$ cat src/rtl/assert_macros.svh
`ifndef ASSERT_MACROS_SVH
`define ASSERT_MACROS_SVH

// Checked on every clock edge outside reset.
`define CPD_ASSERT(label, prop) \
   label: assert property (@(posedge clock) disable iff (reset) prop) \
      else $error("assertion failed");

// Checked on every clock edge, reset included.
`define CPD_ASSERT_ALWAYS(label, prop) \
   label: assert property (@(posedge clock) prop) \
      else $error("assertion failed");

`endif

$ cat src/rtl/cpd_pkg.sv
`default_nettype none
package cpd_pkg;

   localparam int ERROR_LIMIT = 20;
   localparam int QUEUE_DEPTH = 4;
   localparam int QPTR_W = $clog2(QUEUE_DEPTH);
   localparam int QCNT_W = $clog2(QUEUE_DEPTH + 1);

   localparam logic [7:0]  END_MARKER = 8'hFF;
   localparam logic [10:0] POS_MAX    = 11'h7FF;
   localparam logic [4:0]  ERR_MAX    = 5'h1F;

   typedef enum logic [1:0] {
      KIND_PIXEL      = 2'd0,
      KIND_COLUMN_END = 2'd1,
      KIND_TOO_LONG   = 2'd2,
      KIND_ABORT      = 2'd3
   } kind_type;

   typedef enum logic [2:0] {
      REG_CLIP_LEFT         = 3'd0,
      REG_CLIP_RIGHT        = 3'd1,
      REG_CLIP_TOP          = 3'd2,
      REG_CLIP_BOTTOM       = 3'd3,
      REG_PADDED_POSTS      = 3'd4,
      REG_TRANSPARENT_INDEX = 3'd5,
      REG_SUBSTITUTE_COLOUR = 3'd6,
      REG_COLUMN_BYTE_LIMIT = 3'd7
   } csr_index_type;

   typedef enum logic [5:0] {
      PH_TOP      = 6'b000001,
      PH_LEN      = 6'b000010,
      PH_PAD_PRE  = 6'b000100,
      PH_PIX      = 6'b001000,
      PH_PAD_POST = 6'b010000,
      PH_DONE     = 6'b100000
   } phase_type;

   typedef struct packed {
      logic [7:0]  data_byte;
      logic        column_start;
      logic [11:0] column;
      logic        picture_start;
   } req_type;

   typedef struct packed {
      kind_type    kind;
      logic [8:0]  row;
      logic [11:0] pixel_column;
      logic [7:0]  colour;
   } rsp_type;

   typedef struct packed {
      kind_type    kind;
      logic [8:0]  row;
      logic [11:0] column;
      logic [7:0]  data;
   } cmd_type;

   typedef struct packed {
      logic [11:0] clip_left;
      logic [11:0] clip_right;
      logic [11:0] clip_top;
      logic [11:0] clip_bottom;
      logic        padded_posts;
      logic [7:0]  transparent_index;
      logic [7:0]  substitute_colour;
      logic [10:0] column_byte_limit;
   } cfg_type;

   typedef struct packed {
      logic full;
      logic empty;
   } queue_status_type;

endpackage
`default_nettype wire

$ cat src/rtl/cpd_front.sv
`default_nettype none
module cpd_front (
   input  wire logic              clock,
   input  wire logic              reset,
   input  wire logic              push,
   input  wire cpd_pkg::req_type  req_data,
   input  wire logic              full,
   input  wire cpd_pkg::cfg_type  cfg,
   output logic                   cmd_valid,
   output cpd_pkg::cmd_type       cmd
);

   cpd_pkg::phase_type phase_ff, phase_in;
   logic [7:0]  top_row_ff, top_row_in;
   logic [7:0]  remaining_ff, remaining_in;
   logic [8:0]  current_row_ff, current_row_in;
   logic [10:0] byte_position_ff, byte_position_in;
   logic [11:0] current_column_ff, current_column_in;
   logic [4:0]  error_count_ff, error_count_in;
   logic        aborted_ff, aborted_in;

   always_comb begin
      logic [10:0] pos;
      logic [7:0]  rem_next;
      logic [4:0]  err_next;
      phase_in          = phase_ff;
      top_row_in        = top_row_ff;
      remaining_in      = remaining_ff;
      current_row_in    = current_row_ff;
      byte_position_in  = byte_position_ff;
      current_column_in = current_column_ff;
      error_count_in    = error_count_ff;
      aborted_in        = aborted_ff;
      cmd_valid         = 1'b0;
      cmd               = '0;
      pos               = '0;
      rem_next          = '0;
      err_next          = '0;
      if (push && !full) begin
         if (req_data.picture_start) begin
            error_count_in = '0;
            aborted_in     = 1'b0;
         end
         if (req_data.picture_start || req_data.column_start) begin
            current_column_in = req_data.column;
            byte_position_in  = '0;
            phase_in          = cpd_pkg::PH_TOP;
         end
         cmd.column = current_column_in;
         if (!aborted_in && current_column_in >= cfg.clip_left
             && current_column_in <= cfg.clip_right) begin
            pos = byte_position_in;
            if (pos != cpd_pkg::POS_MAX) begin
               byte_position_in = pos + 11'd1;
            end
            unique case (phase_in)
               cpd_pkg::PH_TOP: begin
                  if (req_data.data_byte == cpd_pkg::END_MARKER) begin
                     cmd_valid = 1'b1;
                     cmd.kind  = cpd_pkg::KIND_COLUMN_END;
                     phase_in  = cpd_pkg::PH_DONE;
                  end else if (pos > cfg.column_byte_limit) begin
                     err_next = (error_count_in != cpd_pkg::ERR_MAX) ?
                                error_count_in + 5'd1 : error_count_in;
                     error_count_in = err_next;
                     cmd_valid = 1'b1;
                     if (err_next > 5'(cpd_pkg::ERROR_LIMIT)) begin
                        aborted_in = 1'b1;
                        cmd.kind   = cpd_pkg::KIND_ABORT;
                     end else begin
                        cmd.kind = cpd_pkg::KIND_TOO_LONG;
                     end
                     phase_in = cpd_pkg::PH_DONE;
                  end else begin
                     top_row_in = req_data.data_byte;
                     phase_in   = cpd_pkg::PH_LEN;
                  end
               end
               cpd_pkg::PH_LEN: begin
                  remaining_in   = req_data.data_byte;
                  current_row_in = {1'b0, top_row_ff};
                  if (cfg.padded_posts) begin
                     phase_in = cpd_pkg::PH_PAD_PRE;
                  end else if (req_data.data_byte != 8'd0) begin
                     phase_in = cpd_pkg::PH_PIX;
                  end else begin
                     phase_in = cpd_pkg::PH_TOP;
                  end
               end
               cpd_pkg::PH_PAD_PRE: begin
                  phase_in = (remaining_ff != 8'd0) ? cpd_pkg::PH_PIX
                                                    : cpd_pkg::PH_PAD_POST;
               end
               cpd_pkg::PH_PIX: begin
                  cmd_valid      = 1'b1;
                  cmd.kind       = cpd_pkg::KIND_PIXEL;
                  cmd.row        = current_row_ff;
                  cmd.data       = req_data.data_byte;
                  current_row_in = current_row_ff + 9'd1;
                  rem_next       = remaining_ff - 8'd1;
                  remaining_in   = rem_next;
                  if (rem_next == 8'd0) begin
                     phase_in = cfg.padded_posts ? cpd_pkg::PH_PAD_POST
                                                 : cpd_pkg::PH_TOP;
                  end
               end
               cpd_pkg::PH_PAD_POST: begin
                  phase_in = cpd_pkg::PH_TOP;
               end
               cpd_pkg::PH_DONE: begin
                  phase_in = cpd_pkg::PH_DONE;
               end
               default: begin
                  phase_in = cpd_pkg::PH_TOP;
               end
            endcase
         end
      end
   end

   always_ff @(posedge clock) begin
      if (reset) begin
         phase_ff          <= cpd_pkg::PH_TOP;
         top_row_ff        <= '0;
         remaining_ff      <= '0;
         current_row_ff    <= '0;
         byte_position_ff  <= '0;
         current_column_ff <= '0;
         error_count_ff    <= '0;
         aborted_ff        <= 1'b0;
      end else begin
         phase_ff          <= phase_in;
         top_row_ff        <= top_row_in;
         remaining_ff      <= remaining_in;
         current_row_ff    <= current_row_in;
         byte_position_ff  <= byte_position_in;
         current_column_ff <= current_column_in;
         error_count_ff    <= error_count_in;
         aborted_ff        <= aborted_in;
      end
   end

endmodule
`default_nettype wire

$ cat src/rtl/cpd_queue.sv
`default_nettype none
module cpd_queue (
   input  wire logic                       clock,
   input  wire logic                       reset,
   input  wire logic                       wr_valid,
   input  wire cpd_pkg::cmd_type           wr_data,
   input  wire logic                       rd_take,
   output cpd_pkg::cmd_type                rd_data,
   output cpd_pkg::queue_status_type       status
);

   cpd_pkg::cmd_type slot_ff [cpd_pkg::QUEUE_DEPTH];
   logic [cpd_pkg::QPTR_W-1:0] wr_ptr_ff, wr_ptr_in;
   logic [cpd_pkg::QPTR_W-1:0] rd_ptr_ff, rd_ptr_in;
   logic [cpd_pkg::QCNT_W-1:0] count_ff, count_in;
   logic do_write;
   logic do_read;

   assign status.full  = (count_ff == cpd_pkg::QCNT_W'(cpd_pkg::QUEUE_DEPTH));
   assign status.empty = (count_ff == '0);
   assign do_write     = wr_valid && !status.full;
   assign do_read      = rd_take && !status.empty;
   assign rd_data      = slot_ff[rd_ptr_ff];

   always_comb begin
      wr_ptr_in = do_write ? wr_ptr_ff + 1'b1 : wr_ptr_ff;
      rd_ptr_in = do_read ? rd_ptr_ff + 1'b1 : rd_ptr_ff;
      count_in  = count_ff;
      if (do_write && !do_read) begin
         count_in = count_ff + 1'b1;
      end else if (do_read && !do_write) begin
         count_in = count_ff - 1'b1;
      end
   end

   always_ff @(posedge clock) begin
      if (do_write) begin
         slot_ff[wr_ptr_ff] <= wr_data;
      end
   end

   always_ff @(posedge clock) begin
      if (reset) begin
         wr_ptr_ff <= '0;
         rd_ptr_ff <= '0;
         count_ff  <= '0;
      end else begin
         wr_ptr_ff <= wr_ptr_in;
         rd_ptr_ff <= rd_ptr_in;
         count_ff  <= count_in;
      end
   end

endmodule
`default_nettype wire

$ cat src/rtl/cpd_back.sv
`default_nettype none
module cpd_back (
   input  wire logic                       clock,
   input  wire logic                       reset,
   input  wire cpd_pkg::queue_status_type  q_status,
   input  wire cpd_pkg::cmd_type           q_data,
   output logic                            q_take,
   input  wire cpd_pkg::cfg_type           cfg,
   input  wire logic                       pop,
   output logic                            empty,
   output cpd_pkg::rsp_type                rsp_data
);

   logic             out_valid_ff, out_valid_in;
   cpd_pkg::rsp_type out_ff, out_in;
   logic             keep;

   assign q_take   = !q_status.empty && (!out_valid_ff || pop);
   assign empty    = !out_valid_ff;
   assign rsp_data = out_ff;

   always_comb begin
      out_in              = out_ff;
      out_valid_in        = out_valid_ff && !pop;
      keep                = 1'b1;
      if (q_data.kind == cpd_pkg::KIND_PIXEL) begin
         keep = ({3'b000, q_data.row} >= cfg.clip_top)
             && ({3'b000, q_data.row} <= cfg.clip_bottom);
      end
      if (q_take) begin
         out_valid_in        = keep;
         out_in.kind         = q_data.kind;
         out_in.pixel_column = q_data.column;
         out_in.row          = '0;
         out_in.colour       = '0;
         if (q_data.kind == cpd_pkg::KIND_PIXEL) begin
            out_in.row    = q_data.row;
            out_in.colour = (q_data.data == cfg.transparent_index) ?
                            cfg.substitute_colour : q_data.data;
         end
      end
   end

   always_ff @(posedge clock) begin
      out_ff <= out_in;
   end

   always_ff @(posedge clock) begin
      if (reset) begin
         out_valid_ff <= 1'b0;
      end else begin
         out_valid_ff <= out_valid_in;
      end
   end

endmodule
`default_nettype wire

$ cat src/rtl/column_post_decoder_core.sv
`default_nettype none
// Decodes the post stream of picture columns, one byte per clock cycle, and
// produces pixel writes clipped to the configured window together with
// column end, post too long and abort items. The parser takes a byte in
// every cycle in which the four-entry command queue behind it has room; the
// output stage drops pixels outside the row window and substitutes the
// transparent index; a result passes the queue slot and the output register,
// and the block sustains one byte per cycle while results are taken.
`include "assert_macros.svh"
module column_post_decoder_core (
   input  wire logic              clock,
   input  wire logic              reset,
   input  wire logic              push,
   output logic                   full,
   input  wire cpd_pkg::req_type  req_data,
   output logic                   empty,
   input  wire logic              pop,
   output cpd_pkg::rsp_type       rsp_data,
   input  wire logic              psel,
   input  wire logic              penable,
   input  wire logic              pwrite,
   input  wire logic [4:0]        paddr,
   input  wire logic [31:0]       pwdata,
   output logic [31:0]            prdata,
   output logic                   pready
);

   cpd_pkg::cfg_type          cfg_ff, cfg_in;
   cpd_pkg::csr_index_type    csr_index;
   cpd_pkg::queue_status_type q_status;
   cpd_pkg::cmd_type          cmd;
   cpd_pkg::cmd_type          q_data;
   logic                      cmd_valid;
   logic                      q_take;
   logic                      rsp_pixel;
   logic                      rsp_fields_zero;
   logic                      rsp_row_ok;
   logic                      rsp_col_ok;

   assign pready    = 1'b1;
   assign csr_index = cpd_pkg::csr_index_type'(paddr[4:2]);
   assign full      = q_status.full;

   always_comb begin
      cfg_in = cfg_ff;
      if (psel && penable && pwrite && pready) begin
         unique case (csr_index)
            cpd_pkg::REG_CLIP_LEFT:         cfg_in.clip_left = pwdata[11:0];
            cpd_pkg::REG_CLIP_RIGHT:        cfg_in.clip_right = pwdata[11:0];
            cpd_pkg::REG_CLIP_TOP:          cfg_in.clip_top = pwdata[11:0];
            cpd_pkg::REG_CLIP_BOTTOM:       cfg_in.clip_bottom = pwdata[11:0];
            cpd_pkg::REG_PADDED_POSTS:      cfg_in.padded_posts = pwdata[0];
            cpd_pkg::REG_TRANSPARENT_INDEX: cfg_in.transparent_index = pwdata[7:0];
            cpd_pkg::REG_SUBSTITUTE_COLOUR: cfg_in.substitute_colour = pwdata[7:0];
            cpd_pkg::REG_COLUMN_BYTE_LIMIT: cfg_in.column_byte_limit = pwdata[10:0];
            default: cfg_in = cfg_ff;
         endcase
      end
   end

   always_comb begin
      prdata = '0;
      unique case (csr_index)
         cpd_pkg::REG_CLIP_LEFT:         prdata = {20'd0, cfg_ff.clip_left};
         cpd_pkg::REG_CLIP_RIGHT:        prdata = {20'd0, cfg_ff.clip_right};
         cpd_pkg::REG_CLIP_TOP:          prdata = {20'd0, cfg_ff.clip_top};
         cpd_pkg::REG_CLIP_BOTTOM:       prdata = {20'd0, cfg_ff.clip_bottom};
         cpd_pkg::REG_PADDED_POSTS:      prdata = {31'd0, cfg_ff.padded_posts};
         cpd_pkg::REG_TRANSPARENT_INDEX: prdata = {24'd0, cfg_ff.transparent_index};
         cpd_pkg::REG_SUBSTITUTE_COLOUR: prdata = {24'd0, cfg_ff.substitute_colour};
         cpd_pkg::REG_COLUMN_BYTE_LIMIT: prdata = {21'd0, cfg_ff.column_byte_limit};
         default:                        prdata = '0;
      endcase
   end

   always_ff @(posedge clock) begin
      if (reset) begin
         cfg_ff.clip_left         <= 12'd0;
         cfg_ff.clip_right        <= 12'd4095;
         cfg_ff.clip_top          <= 12'd0;
         cfg_ff.clip_bottom       <= 12'd4095;
         cfg_ff.padded_posts      <= 1'b1;
         cfg_ff.transparent_index <= 8'd247;
         cfg_ff.substitute_colour <= 8'd0;
         cfg_ff.column_byte_limit <= 11'd1300;
      end else begin
         cfg_ff <= cfg_in;
      end
   end

   cpd_front u_front (
      .clock     (clock),
      .reset     (reset),
      .push      (push),
      .req_data  (req_data),
      .full      (q_status.full),
      .cfg       (cfg_ff),
      .cmd_valid (cmd_valid),
      .cmd       (cmd)
   );

   cpd_queue u_queue (
      .clock    (clock),
      .reset    (reset),
      .wr_valid (cmd_valid),
      .wr_data  (cmd),
      .rd_take  (q_take),
      .rd_data  (q_data),
      .status   (q_status)
   );

   cpd_back u_back (
      .clock    (clock),
      .reset    (reset),
      .q_status (q_status),
      .q_data   (q_data),
      .q_take   (q_take),
      .cfg      (cfg_ff),
      .pop      (pop),
      .empty    (empty),
      .rsp_data (rsp_data)
   );

   assign rsp_pixel       = !empty && (rsp_data.kind == cpd_pkg::KIND_PIXEL);
   assign rsp_fields_zero = (rsp_data.row == 9'd0) && (rsp_data.colour == 8'd0);
   assign rsp_row_ok      = ({3'b000, rsp_data.row} >= cfg_ff.clip_top)
                            && ({3'b000, rsp_data.row} <= cfg_ff.clip_bottom);
   assign rsp_col_ok      = (rsp_data.pixel_column >= cfg_ff.clip_left)
                            && (rsp_data.pixel_column <= cfg_ff.clip_right);

   `CPD_ASSERT_ALWAYS(a_reset_drains, reset |=> (empty && !full))
   `CPD_ASSERT(a_non_pixel_zero, (!empty && !rsp_pixel) |-> rsp_fields_zero)
   `CPD_ASSERT(a_pixel_in_rows, rsp_pixel |-> rsp_row_ok)
   `CPD_ASSERT(a_pixel_in_cols, rsp_pixel |-> rsp_col_ok)

endmodule
`default_nettype wire
$ cat config.mk
export PLATFORM = sky130hd
export DESIGN_NAME = column_post_decoder_core
export DESIGN_NICKNAME = d
export VERILOG_FILES = /design/src/rtl/cpd_pkg.sv /design/src/rtl/cpd_front.sv /design/src/rtl/cpd_queue.sv /design/src/rtl/cpd_back.sv /design/src/rtl/column_post_decoder_core.sv
export VERILOG_INCLUDE_DIRS = /design/src /design/src/rtl
export SDC_FILE = /design/constraint.sdc
export NUM_CORES = 1
export LEC_CHECK = 0
export ABC_AREA = 1
export BUFFER_PORTS_ARGS = -buffer_cell sky130_fd_sc_hd__buf_2
export CORE_UTILIZATION = 30
export CTS_CLUSTER_SIZE = 25
export DETAILED_ROUTE_END_ITERATION = 16
export MAX_ROUTING_LAYER = met4
export PLACE_DENSITY_LB_ADDON = 0.1
export SYNTH_ARGS = -nofsm -noshare
export SYNTH_HDL_FRONTEND = slang
export SYNTH_SLANG_ARGS = --single-unit
export TNS_END_PERCENT = 5
$ cat constraint.sdc
create_clock -name clock -period 5.7 [get_ports clock]
set_input_delay 1.14 -clock clock [delete_from_list [all_inputs] [get_ports clock]]
set_output_delay 1.14 -clock clock [all_outputs]
set_load 0.1 [all_outputs]
==> impl_summary.md <==
Power
IR analysis of the VDD net gives a maximum drop of 0.215 mV. The switching component of the power is 3.03 mW. The design internal power is 4.31 mW. In this run the static leakage power is 7.01 nW. The power density over the cells is 429 nW/µm². The relative contribution of the clock network to total power is 0.312. The switching share of power is 0.413. The sequential share of power is 0.355. Total power for the finished layout comes to 7.35 mW.

The share of total power dissipated in combinational logic is 0.333.

Logic synthesis
Dividing the synthesized area by the synthesized cell count gives 8.66 µm². The share of Yosys cell area claimed by the top area cell type is 0.312. The synthesized design contains 301 register bits. The adder and majority gate portion of the synthesized area is 0.0533. Ranked by total cell area, the synthesized netlist is headed by sky130_fd_sc_hd__edfxtp_1 (31%), sky130_fd_sc_hd__dfxtp_1 (20%), sky130_fd_sc_hd__nand2_1 (8.6%), sky130_fd_sc_hd__ha_1 (5.2%), sky130_fd_sc_hd__a21oi_1 (4.5%). The largest family of logic cells by synthesized area is simple AND/OR/NAND/NOR gates. The count of cell types in the netlist is 57. The Yosys step of the flow raised 0 warnings. The area share of and/or/nand/nor cells after synthesis is 0.201. The cell accounting for the most synthesized area is sky130_fd_sc_hd__edfxtp_1. The post-synthesis share of cell area spent on xor and xnor gates is 0.00998. The compound-cell area share of the yosys netlist was 0.144. The cell area after synthesis is 14900 µm². Of the post-synthesis cell area, the part taken by muxes is 0.00134.

The register area share after synthesis is 0.508. The synthesized netlist cell count is 1722.

Drt
The total wire length is 45.7 mm. The remaining number of nets flagged by the antenna check after routing is 0. The mean routed wirelength per cell is 18.3 µm.

The detailed router finished its first iteration with 805 violations. The remaining routing DRC violations is 0. The first detailed-routing pass took 7 iterations. The vias after detailed routing is 11826. Using the TritonRoute via totals, the vias-per-cell ratio works out to 4.73.

Layout
The layout net count is 1934. After filler insertion, the fill cell instance count of the layout stands at 5136. Once layout is done, the placed cells without fillers occupy 17100 µm². Relative to the synthesized area, the layout overhead comes to 14.9%. The antenna cell count is 0.

In the final layout, the share of cells above drive strength 1 is 0.136. The sequential cells in the finished layout cover a total of 7580 µm². The footprint of the multi-input gates is 6230 µm². Excluding fillers, the count of instances in the completed layout stands at 2499.

STA
After layout, the minimum clock period comes to 4.49 ns. The count of final max-slew check failures is 0. The share of the clock period used by the worst path after layout is 0.788. The highest clock frequency the design can meet is 223 MHz. The sum of negative setup slack is 0 ns. The final number of hold-violating endpoints is 0. The maximum clock skew at final layout is 0.0153 ns. Setup repair after global routing left no endpoint under its margin.

For the pin with the worst max-slew slack, the measured transition is 1.07 ns. The count of final setup violators is 0. Measured against its own limit, the worst slew margin works out to 0.284.

Setup path
The worst path arrival time is 3.35 ns. The required time of the worst setup path is 4.56 ns. The maximum fanout count along the critical path is 9.

The startpoint type of the worst setup path is an input port. The slack of the worst reg-to-reg path is 2.39 ns. The endpoint identified for the worst register-to-register timing path is u_queue.count_ff[2]. Counting cells, the worst reg-to-reg path comes to 23. STA classifies the critical path endpoint as an output port.

The worst register-to-register path begins at u_front.byte_position_ff[1]. The worst setup path is of the in -> out kind.

CTS
The hold-fix buffer count after cts is 0. The quantity of gates resized following cts is 0. After clock tree synthesis, the setup repair step added 0 buffers.

TritonCTS built the clock tree. The root buffer cell chosen for the clock tree is sky130_fd_sc_hd__clkbuf_16. At the later pin of the worst-skew pair, clock insertion delay measures 0.56 ns. Counting along the longest clock path gives a buffer depth of 3. The number of buffers created by CTS is 38. The clock net in this run drives a total of 301 sinks.

The clock transition at the register clock pins on the worst setup and hold paths after CTS is 0.06 ns. CTS built an H-tree with a depth of 2.

Global routing
The overall overflow remaining after global route is 0. Across every metal layer, demand over resource in global routing totals 0.188. Entering global routing, the biggest net connects 63 pins. The initial antenna violation count came to 1. The wire length of the first global-routing pass is 69.1 mm. The number of global-route vias before repair came to 11165.

Floorplanning
The area inside the core boundary is 49000 µm². The die covers 50600 µm². In this run the vertical extent of the chip is 225 µm. After floorplanning, the core was divided into 81 placement rows. For this configuration, the core starts out at a cell density of 0.305. In this run the horizontal extent of the chip is 225 µm. The I/O pin count is 132.

Placed design
The count of buffers inserted at the top-level ports is 88. The global placement routability congestion is 0.863. The cell count after placement is 2429.

The half-perimeter wire length after detailed placement is 32.1 mm. The placed instances occupy a cell area of 16000 µm².

Job
The tool flagged a number of max-cap violations equal to 0.

Worst hold path
The worst hold path belongs to the class reg -> reg. The worst hold path passes through 2 cells. The startpoint identified for the worst hold timing path is u_queue.rd_ptr_ff[1].

Outcome
The flow ran to the end, and the final reports show no timing, DRC or antenna violations.
cell usage after synthesis, drive strengths merged:
| master | number |
|---|---|
| buf | 51 |
| a32oi | 2 |
| conb | 2 |
| o2111ai | 5 |
| a22oi | 6 |
| fa | 1 |
| nand3 | 65 |
| xor2 | 12 |
| o21a | 7 |
| or4 | 1 |
| o21ai | 146 |
| nor3b | 7 |
| a31oi | 2 |
| nand2 | 352 |
| o21bai | 1 |
| nor3 | 40 |
| mux2i | 2 |
| xnor2 | 5 |
| or2 | 1 |
| a211oi | 1 |
| nor2 | 198 |
| inv | 189 |
| clkbuf | 35 |
| o22ai | 23 |
| a21oi | 143 |
| ha | 62 |
| o211ai | 28 |
| nor4 | 3 |
| a221oi | 7 |
| a21o | 2 |
| a311o | 1 |
| edfxtp | 155 |
| clkinv | 3 |
| dfxtp | 146 |
| o311ai | 1 |
| nand4 | 13 |
| o31ai | 2 |
| a32o | 1 |
| and2 | 1 |
critical path, cell delays in order:
cell,delay [ns]
sky130_fd_sc_hd__buf_2,0.15
sky130_fd_sc_hd__inv_2,0.09
sky130_fd_sc_hd__nor3_2,0.35
sky130_fd_sc_hd__clkinv_1,0.40
sky130_fd_sc_hd__o22ai_1,0.47
sky130_fd_sc_hd__a21oi_1,0.08
sky130_fd_sc_hd__o2111ai_1,0.16
sky130_fd_sc_hd__buf_2,0.49
metal layers:
metal | vias to the layer above | GRT usage | share of wire
li1 | 5953 | - | -
met1 | 5508 | 0.257 | 0.48
met2 | 302 | 0.283 | 0.44
met3 | 63 | 0.0291 | 0.053
met4 | 0 | 0.0639 | 0.027
met5 | - | - | 0
placed cells by master (no fill, tap or decap), types with 15 or more instances in the layout:
cell type	Yosys	final
sky130_fd_sc_hd__clkbuf_16	0	38
sky130_fd_sc_hd__buf_4	26	22
sky130_fd_sc_hd__o21ai_1	15	15
sky130_fd_sc_hd__inv_2	14	15
sky130_fd_sc_hd__inv_1	173	172
sky130_fd_sc_hd__o21ai_0	130	130
sky130_fd_sc_hd__nor3_1	32	32
sky130_fd_sc_hd__a21oi_1	134	134
sky130_fd_sc_hd__dfxtp_1	146	145
sky130_fd_sc_hd__buf_2	15	88
sky130_fd_sc_hd__ha_1	62	62
sky130_fd_sc_hd__conb_1	2	21
sky130_fd_sc_hd__edfxtp_1	155	155
sky130_fd_sc_hd__nor2_1	178	174
sky130_fd_sc_hd__nand2_1	340	340
sky130_fd_sc_hd__o211ai_1	28	28
sky130_fd_sc_hd__o22ai_1	23	23
sky130_fd_sc_hd__nand3_1	61	61
registers in the layout (all words and copies together), names as in the netlist, 2 cells and up, named ones only:
register / flops
u_front.error_count_ff: 5
cfg_ff: 76
u_back.rsp_data: 31
u_queue.count_ff: 3
u_queue.wr_ptr_ff: 2
u_front.current_row_ff: 9
u_front.byte_position_ff: 11
u_front.phase_ff: 6
u_front.current_column_ff: 12
u_queue.slot_ff: 124
u_front.remaining_ff: 8
u_queue.rd_ptr_ff: 2
u_front.top_row_ff: 8
through the flow:
stage          worst slack (ns)   util  hold WS (ns)
3_5_place_dp              0.769  0.326         0.458
5_1_grt                   0.995  0.350         0.489
2_1_floorplan             0.991      -         0.436
4_1_cts                    1.25  0.350         0.466
3_3_place_gp              0.804  0.326         0.449
6_report                   1.21  0.350         0.461
power by group through the flow:
stage / combinational, mW / sequential, mW / clock [mW]
after floorplan: 1.11 / 3.43 / 0
after global placement: 2.47 / 2.65 / 0
after detailed placement: 2.48 / 2.66 / 0
after CTS: 2.48 / 2.61 / 2.37
after global routing: 2.66 / 2.62 / 2.45
final: 2.45 / 2.61 / 2.30
kinds of logic (layout without fill, tap and decap cells):
logic type | after synthesis | count (layout)
AOI/OAI and AO/OA | 378 | 378
xor gates and xnor gates | 17 | 17
adders and majority gates | 63 | 63
buffers and inverters | 278 | 372
DFF | 301 | 301
muxes | 2 | 2
other | 2 | 21
and+or+nand+nor | 681 | 681
worst max path at each step:
stage               cells past startpoint                     to   startpoint  slack [ns]
floorplan                              17  u_queue.slot_ff[0][0]  req_data[0]        0.99
global placement                       24    u_queue.count_ff[2]  req_data[0]        0.80
detailed placement                     24    u_queue.count_ff[2]  req_data[0]        0.77
CTS                                     8              prdata[1]     paddr[3]        1.25
global route                           24    u_queue.count_ff[2]  req_data[0]        0.99
finish                                  8              prdata[1]     paddr[3]        1.21
cell type report:
class / instances / share of cell area
Clock buffer: 49 / 0.0579
Tap cell: 664 / 0.0485
Timing Repair Buffer: 110 / 0.0353
Inverter: 192 / 0.0424
Multi-Input combinational cell: 1162 / 0.364
Clock inverter: 21 / 0.0101
Sequential cell: 301 / 0.442
Power figures use the tool's default switching activity.
